File: src/design/sct_pkg.sv
`timescale 1ns / 1ps

package sct_pkg;

  localparam int CHAR_BITS_DEF = 8;
  localparam int LINE_BITS_DEF = 16;
  localparam int POS_BITS_DEF  = 24;

  // result queue: room for the most results one character can cause, plus one
  localparam int MAX_RES = 3;
  localparam int QDEPTH  = 4;

  typedef enum logic [1:0] {
    KIND_OP   = 2'd0,
    KIND_WORD = 2'd1,
    KIND_STR  = 2'd2,
    KIND_ERR  = 2'd3
  } kind_t;

  localparam logic [7:0] CH_NUL   = 8'h00;
  localparam logic [7:0] CH_TAB   = 8'h09;
  localparam logic [7:0] CH_LF    = 8'h0a;
  localparam logic [7:0] CH_CR    = 8'h0d;
  localparam logic [7:0] CH_SPACE = 8'h20;
  localparam logic [7:0] CH_DQUOTE = 8'h22;
  localparam logic [7:0] CH_HASH  = 8'h23;
  localparam logic [7:0] CH_LPAR  = 8'h28;
  localparam logic [7:0] CH_RPAR  = 8'h29;
  localparam logic [7:0] CH_STAR  = 8'h2a;
  localparam logic [7:0] CH_PLUS  = 8'h2b;
  localparam logic [7:0] CH_COMMA = 8'h2c;
  localparam logic [7:0] CH_MINUS = 8'h2d;
  localparam logic [7:0] CH_SLASH = 8'h2f;
  localparam logic [7:0] CH_SEMI  = 8'h3b;
  localparam logic [7:0] CH_LT    = 8'h3c;
  localparam logic [7:0] CH_EQ    = 8'h3d;
  localparam logic [7:0] CH_GT    = 8'h3e;
  localparam logic [7:0] CH_LBRACE = 8'h7b;
  localparam logic [7:0] CH_RBRACE = 8'h7d;

endpackage

File: src/design/script_char_tokenizer.sv
`timescale 1ns / 1ps

// Script tokenizer: takes one script character per request and returns one result per
// token character, one character late so that the last mark of a token is known. A
// character is taken every cycle while the results keep up, and its results reach the
// output through the input register and then the result queue. The output port
// delivers one result per cycle while out_ready is high, so each result beyond one per
// character (a token end together with an operator, or the final character of the script)
// holds the input back, the four-entry result queue absorbing a short burst. After a
// character marked end_of_data the next character starts a new script at line 0,
// position 0.
module script_char_tokenizer #(
  parameter int CHAR_BITS = sct_pkg::CHAR_BITS_DEF,
  parameter int LINE_BITS = sct_pkg::LINE_BITS_DEF,
  parameter int POS_BITS  = sct_pkg::POS_BITS_DEF
) (
  input  logic                 clk,
  input  logic                 rst_n,
  input  logic                 in_valid,
  output logic                 in_ready,
  input  logic [CHAR_BITS-1:0] in_ch,
  input  logic                 in_end_of_data,
  output logic                 out_valid,
  input  logic                 out_ready,
  output logic [CHAR_BITS-1:0] out_tok_char,
  output logic [1:0]           out_kind,
  output logic                 out_token_first,
  output logic                 out_token_last,
  output logic                 out_empty_string,
  output logic [LINE_BITS-1:0] out_line,
  output logic [POS_BITS-1:0]  out_offset,
  output logic                 out_run_last
);

  localparam int CNT_BITS = $clog2(sct_pkg::QDEPTH + 1);
  localparam int RN_BITS  = $clog2(sct_pkg::MAX_RES + 1);
  localparam logic [LINE_BITS-1:0] LINE_MAX = {LINE_BITS{1'b1}};
  localparam logic [POS_BITS-1:0]  POS_MAX  = {POS_BITS{1'b1}};

  typedef struct packed {
    logic [CHAR_BITS-1:0] tok_char;
    sct_pkg::kind_t       kind;
    logic                 token_first;
    logic                 token_last;
    logic                 empty_string;
    logic [LINE_BITS-1:0] line;
    logic [POS_BITS-1:0]  offset;
    logic                 run_last;
  } res_t;

  function automatic logic [CHAR_BITS-1:0] cx(input logic [7:0] code);
    cx = CHAR_BITS'(code);
  endfunction

  function automatic logic is_space(input logic [CHAR_BITS-1:0] c);
    is_space = (c == cx(sct_pkg::CH_SPACE)) || (c == cx(sct_pkg::CH_TAB)) ||
               (c == cx(sct_pkg::CH_CR)) || (c == cx(sct_pkg::CH_LF)) ||
               (c == cx(sct_pkg::CH_NUL));
  endfunction

  function automatic logic is_op(input logic [CHAR_BITS-1:0] c);
    is_op = (c == cx(sct_pkg::CH_COMMA)) || (c == cx(sct_pkg::CH_EQ)) ||
            (c == cx(sct_pkg::CH_LPAR)) || (c == cx(sct_pkg::CH_RPAR)) ||
            (c == cx(sct_pkg::CH_SEMI)) || (c == cx(sct_pkg::CH_LBRACE)) ||
            (c == cx(sct_pkg::CH_RBRACE)) || (c == cx(sct_pkg::CH_LT)) ||
            (c == cx(sct_pkg::CH_PLUS)) || (c == cx(sct_pkg::CH_MINUS)) ||
            (c == cx(sct_pkg::CH_STAR)) || (c == cx(sct_pkg::CH_SLASH)) ||
            (c == cx(sct_pkg::CH_GT));
  endfunction

  function automatic res_t mk_res(input logic [CHAR_BITS-1:0] c, input sct_pkg::kind_t k,
                                  input logic f, input logic l, input logic e,
                                  input logic [LINE_BITS-1:0] ln,
                                  input logic [POS_BITS-1:0] off);
    res_t r;
    r.tok_char     = c;
    r.kind         = k;
    r.token_first  = f;
    r.token_last   = l;
    r.empty_string = e;
    r.line         = ln;
    r.offset       = off;
    r.run_last     = 1'b0;
    mk_res = r;
  endfunction

  // input register
  logic                 ivalid_r;
  logic                 ivalid_nxt;
  logic [CHAR_BITS-1:0] ich_r;
  logic                 ieod_r;

  // tokenizer state
  logic                 in_comment_r, in_comment_nxt;
  logic                 in_string_r, in_string_nxt;
  logic                 quote_pending_r, quote_pending_nxt;
  logic                 slash_pending_r, slash_pending_nxt;
  logic                 in_word_r, in_word_nxt;
  logic                 held_valid_r, held_valid_nxt;
  logic [CHAR_BITS-1:0] held_char_r, held_char_nxt;
  sct_pkg::kind_t       held_kind_r, held_kind_nxt;
  logic                 held_first_r, held_first_nxt;
  logic [LINE_BITS-1:0] line_r, line_nxt;
  logic [POS_BITS-1:0]  pos_r, pos_nxt;
  logic [POS_BITS-1:0]  tstart_r, tstart_nxt;
  logic                 halted_r, halted_nxt;

  logic [LINE_BITS-1:0] line_cur;
  logic [POS_BITS-1:0]  pos_cur;
  res_t                 res [sct_pkg::MAX_RES];
  logic [RN_BITS-1:0]   res_n;

  // result queue, head at entry 0
  res_t                 q_r [sct_pkg::QDEPTH];
  res_t                 q_nxt [sct_pkg::QDEPTH];
  logic [CNT_BITS-1:0]  cnt_r, cnt_nxt;
  logic [CNT_BITS-1:0]  cnt_after_pop;
  logic                 pop;
  logic                 proc;

  assign out_valid     = (cnt_r != '0);
  assign pop           = out_valid && out_ready;
  assign cnt_after_pop = cnt_r - CNT_BITS'(pop);
  assign proc          = ivalid_r &&
                         (cnt_after_pop <= CNT_BITS'(sct_pkg::QDEPTH - sct_pkg::MAX_RES));
  assign in_ready      = !ivalid_r || proc;
  assign ivalid_nxt    = in_valid || (ivalid_r && !proc);

  always_comb begin
    logic do_take;
    logic f;
    logic had;
    logic [CHAR_BITS-1:0] c;

    c = ich_r;
    // a finished script restarts from the reset state
    in_comment_nxt    = in_comment_r && !halted_r;
    in_string_nxt     = in_string_r && !halted_r;
    quote_pending_nxt = quote_pending_r && !halted_r;
    slash_pending_nxt = slash_pending_r && !halted_r;
    in_word_nxt       = in_word_r && !halted_r;
    held_valid_nxt    = held_valid_r && !halted_r;
    held_char_nxt     = halted_r ? '0 : held_char_r;
    held_kind_nxt     = halted_r ? sct_pkg::KIND_OP : held_kind_r;
    held_first_nxt    = held_first_r && !halted_r;
    line_nxt          = halted_r ? '0 : line_r;
    pos_nxt           = halted_r ? '0 : pos_r;
    tstart_nxt        = halted_r ? '0 : tstart_r;
    halted_nxt        = 1'b0;
    line_cur          = line_nxt;
    pos_cur           = pos_nxt;
    res_n             = '0;
    for (int k = 0; k < sct_pkg::MAX_RES; k++) begin
      res[k] = '0;
    end
    do_take = 1'b1;
    f       = 1'b0;
    had     = 1'b0;

    // one-character lookahead left by the previous character
    if (slash_pending_nxt) begin
      slash_pending_nxt = 1'b0;
      if (c == cx(sct_pkg::CH_SLASH)) begin
        in_comment_nxt = 1'b1;
        do_take        = 1'b0;
      end else begin
        if (held_valid_nxt) begin
          res[res_n[1:0]] = mk_res(held_char_nxt, held_kind_nxt, held_first_nxt, 1'b0,
                                   1'b0, line_cur, tstart_nxt);
          res_n = res_n + 1'b1;
        end
        held_valid_nxt = 1'b1;
        held_char_nxt  = cx(sct_pkg::CH_SLASH);
        held_kind_nxt  = sct_pkg::KIND_OP;
        held_first_nxt = 1'b1;
      end
    end else if (quote_pending_nxt) begin
      quote_pending_nxt = 1'b0;
      if (c == cx(sct_pkg::CH_DQUOTE)) begin
        do_take = 1'b0;
        f       = !held_valid_nxt;
        if (held_valid_nxt) begin
          res[res_n[1:0]] = mk_res(held_char_nxt, held_kind_nxt, held_first_nxt, 1'b0,
                                   1'b0, line_cur, tstart_nxt);
          res_n = res_n + 1'b1;
        end
        held_valid_nxt = 1'b1;
        held_char_nxt  = cx(sct_pkg::CH_DQUOTE);
        held_kind_nxt  = sct_pkg::KIND_STR;
        held_first_nxt = f;
      end else begin
        // closing quote
        if (held_valid_nxt) begin
          res[res_n[1:0]] = mk_res(held_char_nxt, held_kind_nxt, held_first_nxt, 1'b1,
                                   1'b0, line_cur, pos_cur);
          held_valid_nxt = 1'b0;
        end else begin
          res[res_n[1:0]] = mk_res('0, sct_pkg::KIND_STR, 1'b1, 1'b1, 1'b1, line_cur,
                                   pos_cur);
        end
        res_n = res_n + 1'b1;
        in_string_nxt = 1'b0;
      end
    end

    if (do_take) begin
      if (in_comment_nxt) begin
        if (c == cx(sct_pkg::CH_LF)) begin
          in_comment_nxt = 1'b0;
          if (line_nxt != LINE_MAX) line_nxt = line_nxt + 1'b1;
        end
      end else if (in_string_nxt) begin
        if (c == cx(sct_pkg::CH_DQUOTE)) begin
          quote_pending_nxt = 1'b1;
        end else begin
          f = !held_valid_nxt;
          if (held_valid_nxt) begin
            res[res_n[1:0]] = mk_res(held_char_nxt, held_kind_nxt, held_first_nxt, 1'b0,
                                     1'b0, line_cur, tstart_nxt);
            res_n = res_n + 1'b1;
          end
          held_valid_nxt = 1'b1;
          held_char_nxt  = c;
          held_kind_nxt  = sct_pkg::KIND_STR;
          held_first_nxt = f;
        end
      end else if (in_word_nxt && !is_space(c) && !is_op(c) &&
                   (c != cx(sct_pkg::CH_HASH))) begin
        if (held_valid_nxt) begin
          res[res_n[1:0]] = mk_res(held_char_nxt, held_kind_nxt, held_first_nxt, 1'b0,
                                   1'b0, line_cur, tstart_nxt);
          res_n = res_n + 1'b1;
        end
        held_valid_nxt = 1'b1;
        held_char_nxt  = c;
        held_kind_nxt  = sct_pkg::KIND_WORD;
        held_first_nxt = 1'b0;
      end else begin
        // token boundary
        if (held_valid_nxt) begin
          res[res_n[1:0]] = mk_res(held_char_nxt, held_kind_nxt, held_first_nxt, 1'b1,
                                   1'b0, line_cur, tstart_nxt);
          res_n = res_n + 1'b1;
          held_valid_nxt = 1'b0;
        end
        in_word_nxt = 1'b0;
        if (is_space(c)) begin
          if ((c == cx(sct_pkg::CH_LF)) && (line_nxt != LINE_MAX)) begin
            line_nxt = line_nxt + 1'b1;
          end
        end else if (c == cx(sct_pkg::CH_HASH)) begin
          in_comment_nxt = 1'b1;
        end else if (c == cx(sct_pkg::CH_SLASH)) begin
          slash_pending_nxt = 1'b1;
          tstart_nxt        = pos_cur;
        end else if (is_op(c)) begin
          tstart_nxt     = pos_cur;
          held_valid_nxt = 1'b1;
          held_char_nxt  = c;
          held_kind_nxt  = sct_pkg::KIND_OP;
          held_first_nxt = 1'b1;
        end else if (c == cx(sct_pkg::CH_DQUOTE)) begin
          in_string_nxt = 1'b1;
          tstart_nxt    = pos_cur;
        end else begin
          in_word_nxt    = 1'b1;
          tstart_nxt     = pos_cur;
          held_valid_nxt = 1'b1;
          held_char_nxt  = c;
          held_kind_nxt  = sct_pkg::KIND_WORD;
          held_first_nxt = 1'b1;
        end
      end
    end

    // end of script
    if (ieod_r) begin
      if (slash_pending_nxt) begin
        res[res_n[1:0]] = mk_res(cx(sct_pkg::CH_SLASH), sct_pkg::KIND_OP, 1'b1, 1'b1, 1'b0,
                                 line_cur, tstart_nxt);
        res_n = res_n + 1'b1;
      end else if (quote_pending_nxt) begin
        if (held_valid_nxt) begin
          res[res_n[1:0]] = mk_res(held_char_nxt, held_kind_nxt, held_first_nxt, 1'b1,
                                   1'b0, line_cur,
                                   (pos_cur != POS_MAX) ? pos_cur + 1'b1 : POS_MAX);
        end else begin
          res[res_n[1:0]] = mk_res('0, sct_pkg::KIND_STR, 1'b1, 1'b1, 1'b1, line_cur,
                                   (pos_cur != POS_MAX) ? pos_cur + 1'b1 : POS_MAX);
        end
        res_n = res_n + 1'b1;
      end else if (in_string_nxt) begin
        had = held_valid_nxt;
        if (held_valid_nxt) begin
          res[res_n[1:0]] = mk_res(held_char_nxt, held_kind_nxt, held_first_nxt, 1'b0,
                                   1'b0, line_cur, tstart_nxt);
          res_n = res_n + 1'b1;
        end
        res[res_n[1:0]] = mk_res('0, sct_pkg::KIND_ERR, !had, 1'b1, 1'b0, line_cur,
                                 tstart_nxt);
        res_n = res_n + 1'b1;
      end else if (held_valid_nxt) begin
        res[res_n[1:0]] = mk_res(held_char_nxt, held_kind_nxt, held_first_nxt, 1'b1, 1'b0,
                                 line_cur, tstart_nxt);
        res_n = res_n + 1'b1;
      end
      held_valid_nxt = 1'b0;
      halted_nxt     = 1'b1;
    end

    if (pos_nxt != POS_MAX) pos_nxt = pos_nxt + 1'b1;
    if (res_n != '0) res[2'(res_n - 1'b1)].run_last = 1'b1;
  end

  // queue update: shift out the head, append this character's results behind
  always_comb begin
    for (int i = 0; i < sct_pkg::QDEPTH; i++) begin
      if (pop && (i < sct_pkg::QDEPTH - 1)) q_nxt[i] = q_r[i + 1];
      else q_nxt[i] = q_r[i];
      for (int k = 0; k < sct_pkg::MAX_RES; k++) begin
        if (proc && (RN_BITS'(k) < res_n) &&
            (CNT_BITS'(i) == cnt_after_pop + CNT_BITS'(k))) begin
          q_nxt[i] = res[k];
        end
      end
    end
    cnt_nxt = cnt_after_pop + (proc ? CNT_BITS'(res_n) : '0);
  end

  always_ff @(posedge clk) begin
    if (!rst_n) begin
      ivalid_r        <= 1'b0;
      cnt_r           <= '0;
      in_comment_r    <= 1'b0;
      in_string_r     <= 1'b0;
      quote_pending_r <= 1'b0;
      slash_pending_r <= 1'b0;
      in_word_r       <= 1'b0;
      held_valid_r    <= 1'b0;
      held_char_r     <= '0;
      held_kind_r     <= sct_pkg::KIND_OP;
      held_first_r    <= 1'b0;
      line_r          <= '0;
      pos_r           <= '0;
      tstart_r        <= '0;
      halted_r        <= 1'b0;
    end else begin
      ivalid_r <= ivalid_nxt;
      cnt_r    <= cnt_nxt;
      if (proc) begin
        in_comment_r    <= in_comment_nxt;
        in_string_r     <= in_string_nxt;
        quote_pending_r <= quote_pending_nxt;
        slash_pending_r <= slash_pending_nxt;
        in_word_r       <= in_word_nxt;
        held_valid_r    <= held_valid_nxt;
        held_char_r     <= held_char_nxt;
        held_kind_r     <= held_kind_nxt;
        held_first_r    <= held_first_nxt;
        line_r          <= line_nxt;
        pos_r           <= pos_nxt;
        tstart_r        <= tstart_nxt;
        halted_r        <= halted_nxt;
      end
    end
  end

  always_ff @(posedge clk) begin
    if (in_valid && in_ready) begin
      ich_r  <= in_ch;
      ieod_r <= in_end_of_data;
    end
    for (int i = 0; i < sct_pkg::QDEPTH; i++) begin
      q_r[i] <= q_nxt[i];
    end
  end

  assign out_tok_char     = q_r[0].tok_char;
  assign out_kind         = q_r[0].kind;
  assign out_token_first  = q_r[0].token_first;
  assign out_token_last   = q_r[0].token_last;
  assign out_empty_string = q_r[0].empty_string;
  assign out_line         = q_r[0].line;
  assign out_offset       = q_r[0].offset;
  assign out_run_last     = q_r[0].run_last;

  a_cnt_bound: assert property (@(posedge clk) disable iff (!rst_n)
    cnt_r <= CNT_BITS'(sct_pkg::QDEPTH))
    else $error("result queue overflow");

  a_res_shown: assert property (@(posedge clk) disable iff (!rst_n)
    (proc && (res_n != '0)) |=> out_valid)
    else $error("results of a character not queued");

  a_empty_str: assert property (@(posedge clk) disable iff (!rst_n)
    (out_valid && out_empty_string) |->
      ((out_kind == sct_pkg::KIND_STR) && out_token_first && out_token_last))
    else $error("empty string result malformed");

  a_eod_halt: assert property (@(posedge clk) disable iff (!rst_n)
    (proc && ieod_r) |=> (halted_r && !held_valid_r))
    else $error("end of script did not flush the held character");

endmodule

File: config.mk
export PLATFORM = sky130hd
export DESIGN_NAME = script_char_tokenizer
export DESIGN_NICKNAME = d
export VERILOG_FILES = /design/src/design/sct_pkg.sv /design/src/design/script_char_tokenizer.sv
export SDC_FILE = /design/constraint.sdc
export NUM_CORES = 1
export LEC_CHECK = 0
export BUFFER_PORTS_ARGS = -buffer_cell sky130_fd_sc_hd__buf_4
export CORE_ASPECT_RATIO = 1.4
export CORE_UTILIZATION = 30
export DETAILED_ROUTE_END_ITERATION = 6
export HOLD_SLACK_MARGIN = 0.08
export PLACE_DENSITY = 0.42
export SYNTH_ARGS = -nofsm -noshare
export SYNTH_HDL_FRONTEND = slang
export SYNTH_SLANG_ARGS = --single-unit
export TNS_END_PERCENT = 30
File: constraint.sdc
create_clock -name clk -period 16.7 [get_ports clk]
set_clock_uncertainty 0.15 [all_clocks]
set_input_delay 4.175 -clock clk [delete_from_list [all_inputs] [get_ports clk]]
set_output_delay 4.175 -clock clk [all_outputs]
set_load 0.01 [all_outputs]
==> results.txt, run 1 <==
The number of instances in the synthesized netlist came out at 2,067. The number of clock sinks came out at 311. The number of detailed-routing iterations run before antenna repair is 5. The initial antenna violation count came out at 0.

The total placed instance area came out at approximately 20,000 µm². The highest clock frequency the design can meet came out at 94.7 MHz. The share of cells above drive strength 1 is 11.3%. The worst setup path is of the in2out kind. The final number of setup-violating endpoints is 0. The required arrival time at the worst endpoint came out at 12,380 ps. The overall routed net length is 71,100 µm. Setup repair after global routing left no endpoint under its margin. Following the worst setup path forward leads to its endpoint at in_ready. The buffer cell driving the clock tree root is sky130_fd_sc_hd__clkbuf_16. The net count of the mapped netlist is 2,096. The leakage power came out at 0.00765 µW. In this run the cell area of the synthesized design comes to slightly below 20,000 µm². The count of nets left with antenna violations once routing finished came out at 0. The max-capacitance violation count came out at 0. The worst endpoint data arrival time is 6230 ps. Global routing consumed, on the met1 layer, 29.0% of the routing resources.

The largest buffer count on any clock path came out at 3. The storage element area came out at 8480 µm². The post-CTS resize count came out at 0.

The overflow left after global routing is 0. The maximum number of pins on one net before global-route repair is 87. The total number of vias is between 15k and 20k. The largest total area in the synthesized netlist belongs to sky130_fd_sc_hd__edfxtp_1. The share of synthesized area in the top cell type comes to 34.8%. The minimum period implied by the final worst setup slack is 10,560 ps. Dividing the detail-routed via count by the number of cells gives 5.71. TritonCTS built the clock tree.

The layer flagged by global routing as most heavily used is met2. The number of global-route vias before repair came out at approximately 16k. The port buffer count came out at 68. Buffers added to address setup during post-CTS repair amount to 0. The post-route total power came out at 3640 µW. The startpoint identified for the worst register-to-register timing path is halted_r$_SDFFE_PN0P_. The finished layout cell area came out at 21,800 µm². The H-tree level count is 2. The area occupied by multi-input gates is 10,200 µm².

The async set or reset register ratio after synthesis is 0%. The count of final max-slew check failures came out at 0. The number of hold buffers added after CTS was 0.

The final weighted congestion in routability-driven placement is between 0.8 and 0.9. After detailed routing, the number of remaining DRC violations is 0. The most used flip-flop cell after synthesis is sky130_fd_sc_hd__edfxtp_1. The setup check on the worst reg-to-reg path leaves a slack of 9210 ps. The die extent in y is 303 µm.

The global-route wire length before repair is roughly 110,000 µm. Relative to the synthesized area, the layout overhead comes to 12.1%. The number of inserted filler cells in the final layout came out at 6,548.

The worst setup path is captured at an output pin. The share of the yosys chip area belonging to registers came out at 43.7%. The core outline area is 64,100 µm². The run finished with clean final reports. After synthesis, the most frequently instantiated cells are 274 x sky130_fd_sc_hd__nand2_1, 225 x sky130_fd_sc_hd__edfxtp_1, 167 x sky130_fd_sc_hd__nor2_1.

The global routing met3 resource utilization is 4.22%. In the final routed layout, each cell accounts on average for 24.3 µm. The net count of the finished layout is 2,085. The worst slew margin relative to its limit is 21.3%.

The starting density of the core is 30.3%. The number of failing hold endpoints at the final stage is 0. The initial DRC count is 1,653. Dividing total power by cell area gives a power density of 167 nW/µm². Final hold analysis gives a worst-case slack of 353 ps. 69 I/O pins were placed. The number of synthesized register bits came out at between 300 and 400. The distinct cell type count after synthesis is 104. The worst-path maximum fanout came out at 8. In this run the horizontal extent of the chip is 217 µm.

For this run, the share of the core covered by cells in the final layout is 33.9%. The number of antenna diodes in the final layout is 0. The endpoint of the most critical register-to-register path is q_r[1][10]$_DFFE_PP_.

The clock edge transition at the registers on the reported setup and hold paths came out at approximately 50 ps. Clock latency on the worst-skew pair, taken at its later pin, is 560 ps. The number of cells on the worst reg-to-reg path is 21. The die area came out at 65,700 µm². In the global route stage, met2 resource usage came out at approximately a third.

The number of clock buffers added by TritonCTS is 37. The total number of yosys warnings came out at 0. The slew at the pin with the worst max-slew slack came out at around 1200 ps. The accumulated negative setup slack is 0 ps. Counting flops with a built-in enable in the synthesized netlist gives between 200 and 250.

The most frequent cell after synthesis is sky130_fd_sc_hd__nand2_1. Across the VDD grid, the largest voltage drop is 0.0768 mV. The category of the worst setup path launch point is an input pin.

The aggregate global-route resource usage is 21.3%. By area the synthesized netlist is led by sky130_fd_sc_hd__edfxtp_1 35%, sky130_fd_sc_hd__dfxtp_1 8.9%, sky130_fd_sc_hd__mux2i_1 6.4%. The per-instance average area after synthesis came out at 9.39 µm².

The final worst-path cycle share is around 63%. The most critical setup path has its startpoint at out_ready. The worst hold path belongs to the class reg2reg.

The placement row count came out at 110. The total half-perimeter wirelength after legalization and detailed placement is 48,000 µm.
==> power breakdown <==
| group | switching (µW) | total, µW | internal (µW) |
|---|---|---|---|
| clock | 343 | 792 | 450 |
| combinational | 1100 | 1610 | 511 |
| sequential | 120 | 1240 | 1120 |
| total | 1560 | 3640 | 2080 |
==> layout by cell type, fill, tap and decap left out, drive strengths merged, types with 9 or more instances in the layout <==
master	synthesis	final
and3	31	31
nand2	277	277
a221oi	17	17
a22oi	31	31
o211a	27	27
a221o	31	31
a21boi	35	35
xnor2	14	14
a211oi	26	26
o22ai	34	34
ha	15	15
clkinv	0	15
edfxtp	225	225
buf	72	109
clkbuf	87	48
nand4	13	13
nor3	47	47
inv	22	24
a21oi	100	100
nand3	99	99
nor2	171	171
and2	38	38
a21o	21	21
mux2i	125	125
dfxtp	86	86
o221ai	10	10
o211ai	37	37
nand2b	15	15
o21ai	117	117
a22o	55	55
xor2	16	16
nor3b	9	9
a31o	9	9
nor2b	49	49
==> per-layer routing <==
layer | up-vias | part of all wire [%]
li1 | 7764 | -
met1 | 8243 | 46
met2 | 605 | 46
met3 | 98 | 6.3
met4 | 0 | 2.2
met5 | - | 0
==> registers in the layout, indices dropped and copies added (netlist names), 2 cells and up <==
signal,flops
cnt_r,3
tstart_r,24
pos_r,24
held_kind_r,2
line_r,16
q_r,216
ich_r,8
held_char_r,8
==> cells by family after synthesis <==
kind of cell,share of synthesized area [%]
flops,43.7
xor+xnor,1.35
compound gates,23.5
buf+inv,4.16
mux,6.62
simple gates,19.6
fa+ha+maj,1.07
==> critical path: stages <==
cell                      delay [ps]
sky130_fd_sc_hd__buf_4           110
sky130_fd_sc_hd__nand2_1         220
sky130_fd_sc_hd__inv_1            70
sky130_fd_sc_hd__ha_1            190
sky130_fd_sc_hd__ha_1            190
sky130_fd_sc_hd__xnor2_1         540
sky130_fd_sc_hd__ha_1            310
sky130_fd_sc_hd__a22oi_1         110
sky130_fd_sc_hd__nand2_1         180
sky130_fd_sc_hd__buf_4           140
==> per-stage QoR <==
| step | worst slack, ps | cells |
|---|---|---|
| 3_3_place_gp | 6230 | 2857 |
| 2_1_floorplan | 6800 | 2067 |
| 4_1_cts | 6120 | 2924 |
| 6_report | 6140 | 2924 |
| 3_5_place_dp | 6130 | 2857 |
| 5_1_grt | 5980 | 2924 |
==> worst min-delay path by stage <==
stage | startpoint | endpoint | slack [ps] | cells past startpoint
after floorplan | held_char_r[2]$_SDFFE_PN0P_ | held_char_r[2]$_SDFFE_PN0P_ | 300 | 2
after global placement | tstart_r[12]$_SDFFE_PN0P_ | tstart_r[12]$_SDFFE_PN0P_ | 330 | 2
after detailed placement | tstart_r[4]$_SDFFE_PN0P_ | tstart_r[4]$_SDFFE_PN0P_ | 340 | 2
after CTS | tstart_r[2]$_SDFFE_PN0P_ | tstart_r[2]$_SDFFE_PN0P_ | 350 | 2
after global routing | tstart_r[17]$_SDFFE_PN0P_ | tstart_r[17]$_SDFFE_PN0P_ | 380 | 2
final | held_char_r[2]$_SDFFE_PN0P_ | held_char_r[2]$_SDFFE_PN0P_ | 350 | 2
==> layout make-up <==
type,count,share of cell area (%)
clock buffer,48,4.73
clock inverter,19,0.541
inverter,22,0.380
multi-input combinational,1575,46.8
sequential,311,39.0
tap,840,4.83
timing repair buffer,109,3.76
(Power assumes the default switching activity.)
==> inputs of run 2 (changes only) <==
clock period = 9.9 ns   (was 16.7 ns; I/O delays follow)
==> run 2 against run 1 <==
Utilization fell by 0.16 points. Critical path depth rose by 9. Flip-flop and latch count did not move. Sequential power rose by 69%. Sequential share of layout area rose by 0.18 points. Routed wire length fell by 3.9%. Critical path type is now reg2reg. Largest cell class unchanged.
==> results.txt, run 2 (same netlist as run 1, synthesis figures left out) <==
The antenna diode instance count came out at 0. Net switching is 43.1% of the power. The port buffer count is 68. The core region is 64,100 µm².

Detailed routing placed a total of 31,000 µm of wire on met2. The power per standard cell area is 280 nW/µm². The maximum number of pins on one net before global-route repair is slightly below 90. The global-route wire length before repair came out at 103,000 µm. The max-capacitance violation count is 0. The initial antenna violation count was 0. The final worst-path cycle share came out at 73.9%.

The number of top-level design ports came out at 69. Leaving out fill and tap cells, the most frequent cells in the layout are 270 x sky130_fd_sc_hd__nand2_1, 225 x sky130_fd_sc_hd__edfxtp_1, 167 x sky130_fd_sc_hd__nor2_1. After detailed placement, the total cell area comes to 20,600 µm². The die extent in y came out at a little over 300 µm. Setup repair after global routing left no endpoint under its margin. The internal power of the cells totals 3450 µW. The routed wire length per instance came out at 23.4 µm. The post-CTS resize count is 0. The slew at the pin with the worst max-slew slack came out at 1200 ps. The total number of vias is 16.5k. The buffer cell driving the clock tree root is sky130_fd_sc_hd__clkbuf_16. The remaining number of nets flagged by the antenna check after routing is 0. Of all nets on the critical path, the largest fanout is 40.

The number of buffers inserted by post-CTS setup repair is 0. The accumulated negative setup slack came out at 0 ps. Dividing the detail-routed via count by the number of cells gives 5.64. The combinational fraction of design power is 44.3%. The number of clock sinks is ~310. The register with the most flip-flops in the layout has 216 of them. The fraction of power consumed by the clock network came out at 21.1%. The share of total power dissipated in sequential elements is 34.5%. In the global route stage, overall resource usage came out at 20.6%.

Across the whole layout, storage elements account for roughly 8500 µm². In this run the deepest clock path goes through 3 buffers. The number of failing hold endpoints at the final stage came out at 0. The largest registers in the layout are q_r x216, pos_r x24, tstart_r x24. The hold buffer count at CTS is 0. The placement row count came out at 110. In the final layout, the share of cells above drive strength 1 is 11.1%. TritonCTS built the clock tree.

The highest metal layer with signal wires is met4. The clock edge transition at the registers on the reported setup and hold paths is 60 ps. The number of buffers created by CTS came out at 36. STA classifies the critical path startpoint as a flip-flop. The count of final max-slew check failures is 0. STA classifies the critical path endpoint as a flip-flop.

In the routed design, unresolved DRC markers number 0. The die area is approximately 66,000 µm². The signed area change from the synthesized netlist to the final layout is 11.6%. The overflow left after global routing is 0.

The clock latency on the worst-skew pair is 550 ps. The total half-perimeter wirelength after legalization and detailed placement came out at 48,700 µm. The worst hold path belongs to the class reg2reg. The overall routed net length came out at 68,300 µm. The worst slew margin relative to its limit is 19.4%. The analysis attributes to cell leakage a power of 0.00760 µW.

The number of inserted filler cells in the final layout came out at 6,602. The worst slack on hold paths is 350 ps. The final weighted congestion in routability-driven placement is 0.892. Static timing analysis puts the maximum clock frequency at 137 MHz. The horizontal extent of the die is 217 µm. The critical path is of the reg2reg type. The met3 routed wirelength is about 3600 µm. The starting density of the core is 30.3%. The net count reported at finish came out at 2,078. The routed metal-1 wirelength came out at around 33,000 µm. The run finished with clean final reports. The library cell used most frequently in the layout, excluding fill and tap cells, is sky130_fd_sc_hd__nand2_1. The H-tree was split into 2 levels. The switching power of the nets came out at approximately 2600 µW.

The required arrival time at the worst endpoint is 10,030 ps. The initial DRC count is 1,534. The finished layout cell area came out at ~22,000 µm². IR analysis of the VDD net gives a maximum drop of 0.129 mV. The worst endpoint data arrival time is 7440 ps. The area occupied by multi-input gates came out at 10,200 µm².

q_r holds more flip-flops than any other register. The number of global-route vias before repair is around 16k. The number of detailed-routing iterations run before antenna repair is 5. The minimum period implied by the final worst setup slack is roughly 7300 ps. The final number of setup-violating endpoints came out at 0.
==> run 2: layout make-up <==
cell class	count	share of cell area [%]
clock inverter	17	0.474
inverter	22	0.381
multi-input combinational	1575	46.9
clock buffer	48	4.60
timing repair buffer	103	3.57
sequential	311	39.2
tap	840	4.85
==> run 2: routing by layer <==
layer	up-vias	global-route usage (%)
li1	7760	-
met1	8060	29.4
met2	569	33.0
met3	67	2.45
met4	0	4.49
met5	-	0
==> run 2: worst paths after layout <==
path	start	end	cells after the start	slack (ps)
worst min register to register	in_word_r$_SDFFE_PN0P_	in_word_r$_SDFFE_PN0P_	2	350
worst max register to register	halted_r$_SDFFE_PN0P_	q_r[3][52]$_DFFE_PP_	19	2580
worst max-delay path	halted_r$_SDFFE_PN0P_	q_r[3][52]$_DFFE_PP_	19	2580
worst min-delay path	in_word_r$_SDFFE_PN0P_	in_word_r$_SDFFE_PN0P_	2	350
==> run 2: metrics by stage <==
step / setup WS (ps) / std cells / power, µW / utilization, %
2_1_floorplan: 3020 / 2067 / 3860 / -
3_3_place_gp: 2130 / 2851 / 4780 / 32.0
3_5_place_dp: 2160 / 2851 / 4800 / 32.0
4_1_cts: 2600 / 2916 / 6100 / 33.8
5_1_grt: 2150 / 2916 / 6410 / 33.8
6_report: 2580 / 2916 / 6070 / 33.8
==> run 2: power groups by stage <==
stage	clock (µW)	combinational, µW	sequential (µW)
floorplan	0	1770	2080
global placement	0	2670	2120
detailed placement	0	2680	2120
CTS	1320	2680	2090
global route	1360	2920	2130
finish	1280	2690	2090
==> run 2: worst max-delay path: stages (launching register included) <==
cell                      delay [ps]
sky130_fd_sc_hd__dfxtp_4         470
sky130_fd_sc_hd__or3b_1          600
sky130_fd_sc_hd__a31oi_4         860
sky130_fd_sc_hd__o22ai_1         320
sky130_fd_sc_hd__inv_1           170
sky130_fd_sc_hd__ha_1            310
sky130_fd_sc_hd__a21o_1          230
sky130_fd_sc_hd__ha_1            370
sky130_fd_sc_hd__o22ai_1         180
sky130_fd_sc_hd__inv_1            90
sky130_fd_sc_hd__ha_1            280
sky130_fd_sc_hd__nand3_1          60
sky130_fd_sc_hd__nor2_1          120
sky130_fd_sc_hd__o22ai_1         150
sky130_fd_sc_hd__nand2_2         440
sky130_fd_sc_hd__nor3_1          150
sky130_fd_sc_hd__nand2_1         100
sky130_fd_sc_hd__buf_4           430
sky130_fd_sc_hd__nand3_2         960
sky130_fd_sc_hd__buf_4           570
==> inputs of run 3 (changes only) <==
PLACE_DENSITY = 0.43   (was 0.42)
clock period = 6.3 ns   (was 9.9 ns; I/O delays follow)
==> run 3 against run 2 <==
Combinational power grew 66%. First-iteration DRC count up 6.1%. Global-route usage up 1.1 points. Flip-flop and latch count stayed put. Clock-buffer cell count increased by 2. Largest power group unchanged.
==> results.txt, run 3 (same netlist as run 1, synthesis figures left out) <==
The flow ran to the end, and the final reports show no timing, DRC or antenna violations. The combinational fraction of design power is 45.4%. In this run the clock root is driven by a sky130_fd_sc_hd__clkbuf_16. The power per standard cell area came out at around 450 nW/µm².

The share of cells above drive strength 1 is 13.2%. The DRC violation count after routing is 0. The die area came out at approximately 66,000 µm².

The count of final max-slew check failures is 0. The library cells used most frequently in the layout, excluding fill and tap cells, are 269 x sky130_fd_sc_hd__nand2_1, 225 x sky130_fd_sc_hd__edfxtp_1, 167 x sky130_fd_sc_hd__nor2_1. The design draws about 9900 µW. The worst endpoint data arrival time is 6160 ps. The number of clock sinks came out at 311. The largest registers in the layout are q_r x216, pos_r x24, tstart_r x24. Setup repair after global routing left no endpoint under its margin.

After global routing the overflow that remains totals 0. The signed area change from the synthesized netlist to the final layout is 14.1%. The required arrival time at the worst endpoint came out at around 6600 ps. The net count reported at finish came out at 2,125. The overall routed net length is 72,300 µm.

The total number of vias came out at between 15k and 20k. The share of total power in sequential cells is 33.2%. The number of detailed-routing iterations run before antenna repair is 5. The cell type group with the largest total delay on the critical path is compound AO/OA/AOI/OAI gates. The global-route wire length before repair is roughly 110,000 µm.

The routed wire length per instance came out at 24.4 µm. The number of global-route vias before repair is 16.0k. The antenna diode instance count came out at 0. The largest stage delay on the critical path is about 660 ps. The design internal power is 5670 µW. The initial DRC count came out at 1,627. The clock latency on the worst-skew pair is 560 ps. The final worst-path cycle share came out at 93.3%. Using the TritonRoute via totals, the vias-per-cell ratio works out to 5.68. The maximum number of pins on one net before global-route repair came out at 87. The fraction of power consumed by the clock network is 21.4%. Leaving out fill and tap cells, the most frequent cell in the layout is sky130_fd_sc_hd__nand2_1. The port buffer count came out at 68. Setup violations remaining at the end of the flow were counted as 0.

The placement row count is 110. The congestion estimate from routability-driven global placement came to 0.896. The count of nets left with antenna violations once routing finished came out at 0.

The worst-path cell with the longest stage delay is sky130_fd_sc_hd__edfxtp_1. The number of failing hold endpoints at the final stage is 0. The total half-perimeter wirelength after legalization and detailed placement is around 51,000 µm.

The horizontal extent of the die came out at around 220 µm. For this design the total switching power over the nets is 4190 µW. The hold buffer count at CTS came out at 0. The slew at the pin with the worst max-slew slack is 1140 ps. The critical path capture point type is a flip-flop. After layout, the minimum clock period comes to ~5900 ps.

The die extent in y is 303 µm. The core outline area came out at between 60,000 and 70,000 µm². The aggregate global-route resource usage is between 20 and 25%. The flip-flop count of the largest register, all copies and words added came out at 216.

The largest voltage drop on the vdd net is 0.237 mV. The accumulated negative setup slack is 0 ps. STA classifies the critical path startpoint as a flip-flop. The number of top-level design ports came out at 69. No sink is reached through more buffers than the 3 on the longest clock path. Traced cell by cell, the critical path runs through nor3b_2 > a31oi_4 > o22ai_1 > inv_1 > ha_1 > a21o_1 > ha_1 > o22ai_1 > inv_1 > ha_1 > nand3_1 > nor2_1 > o22ai_1 > nand2_2 > buf_4 > nor4_4 > buf_4 > a22o_2 > a22o_1. The highest clock frequency the design can meet came out at about 170 MHz.

The kind of path behind the tightest hold check is reg2reg. TritonCTS created 37 clock buffers. Max-cap violations in this run came to 0. In this run switching power makes up 42.5% of total power. The worst slew margin relative to its limit is 24.0%. TritonCTS built the clock tree. The type of the setup path with the least slack is reg2reg. The initial antenna violation count was 0. Clock-pin slew was measured on the worst setup and hold paths at ~60 ps. The H-tree was split into 2 levels. The starting density of the core is 30.3%. The leakage power is 0.00787 µW.

The count of buffering cells on the critical path with inverters included is 4. The register ranked first by flip-flop count is q_r. The worst-path maximum fanout came out at 45.
-- run 3: cell count changes in the layout (fill, tap and decap cells not counted), moves of 2 or more --
cell                        change
sky130_fd_sc_hd__clkinv_1       -2
sky130_fd_sc_hd__clkbuf_1       +2
sky130_fd_sc_hd__bufinv_16      +2
sky130_fd_sc_hd__buf_4         +39
sky130_fd_sc_hd__buf_12         +6
-- run 3: repair_timing --
action,CTS,global route
gates resized for setup,0,2
endpoints found under the setup margin,0,92
buffers inserted,0,0
-- run 3: path summary, 6_finish.rpt --
kind                              from                         to  slack (ps)  cells after the start
min          tstart_r[20]$_SDFFE_PN0P_  tstart_r[20]$_SDFFE_PN0P_         350                      2
min reg2reg  tstart_r[20]$_SDFFE_PN0P_  tstart_r[20]$_SDFFE_PN0P_         350                      2
max                 ich_r[5]$_DFFE_PP_       q_r[0][29]$_DFFE_PP_         420                     19
max reg2reg         ich_r[5]$_DFFE_PP_       q_r[0][29]$_DFFE_PP_         420                     19
-- run 3: area by class of cell --
type / count / area (µm²)
fillers: 6600 / 42000
multi-input cells: 1576 / 10200
flip-flops and latches: 311 / 8480
repair buffers: 148 / 1190
well taps: 840 / 1050
clock buffers: 50 / 1010
clock inverters: 17 / 143
inverters: 22 / 82.6
-- run 3: power groups by stage --
stage / clock network (µW) / logic [µW] / registers [µW]
global route: 2250 / 4830 / 3330
global placement: 0 / 4430 / 3310
detailed placement: 0 / 4440 / 3320
finish: 2110 / 4470 / 3280
CTS: 2180 / 4460 / 3280
floorplan: 0 / 2790 / 3280
-- run 3: routing by layer --
metal	track usage [%]	part of all wire, %	up-vias
li1	-	-	7855
met4	5.90	2.1	0
met5	0	0	-
met1	30.2	46	8330
met3	2.92	5.8	92
met2	34.9	46	569
-- run 3: metrics by stage --
stage / instance area (µm²) / instances / worst slack, ps / hold slack, ps / util, %
floorplan: 19400 / 2067 / 230 / 302 / -
global route: 22100 / 2964 / 55.3 / 374 / 34.5
detailed placement: 21000 / 2896 / 65.5 / 340 / 32.7
finish: 22100 / 2964 / 419 / 349 / 34.5
CTS: 22100 / 2963 / 46.4 / 348 / 34.5
global placement: 21000 / 2896 / 199 / 331 / 32.7
-- run 3: tightest hold or removal path: stages, from the launching register on --
cell and delay, ps:
sky130_fd_sc_hd__dfxtp_1 330, sky130_fd_sc_hd__nand2_1 60, sky130_fd_sc_hd__a21boi_0 60
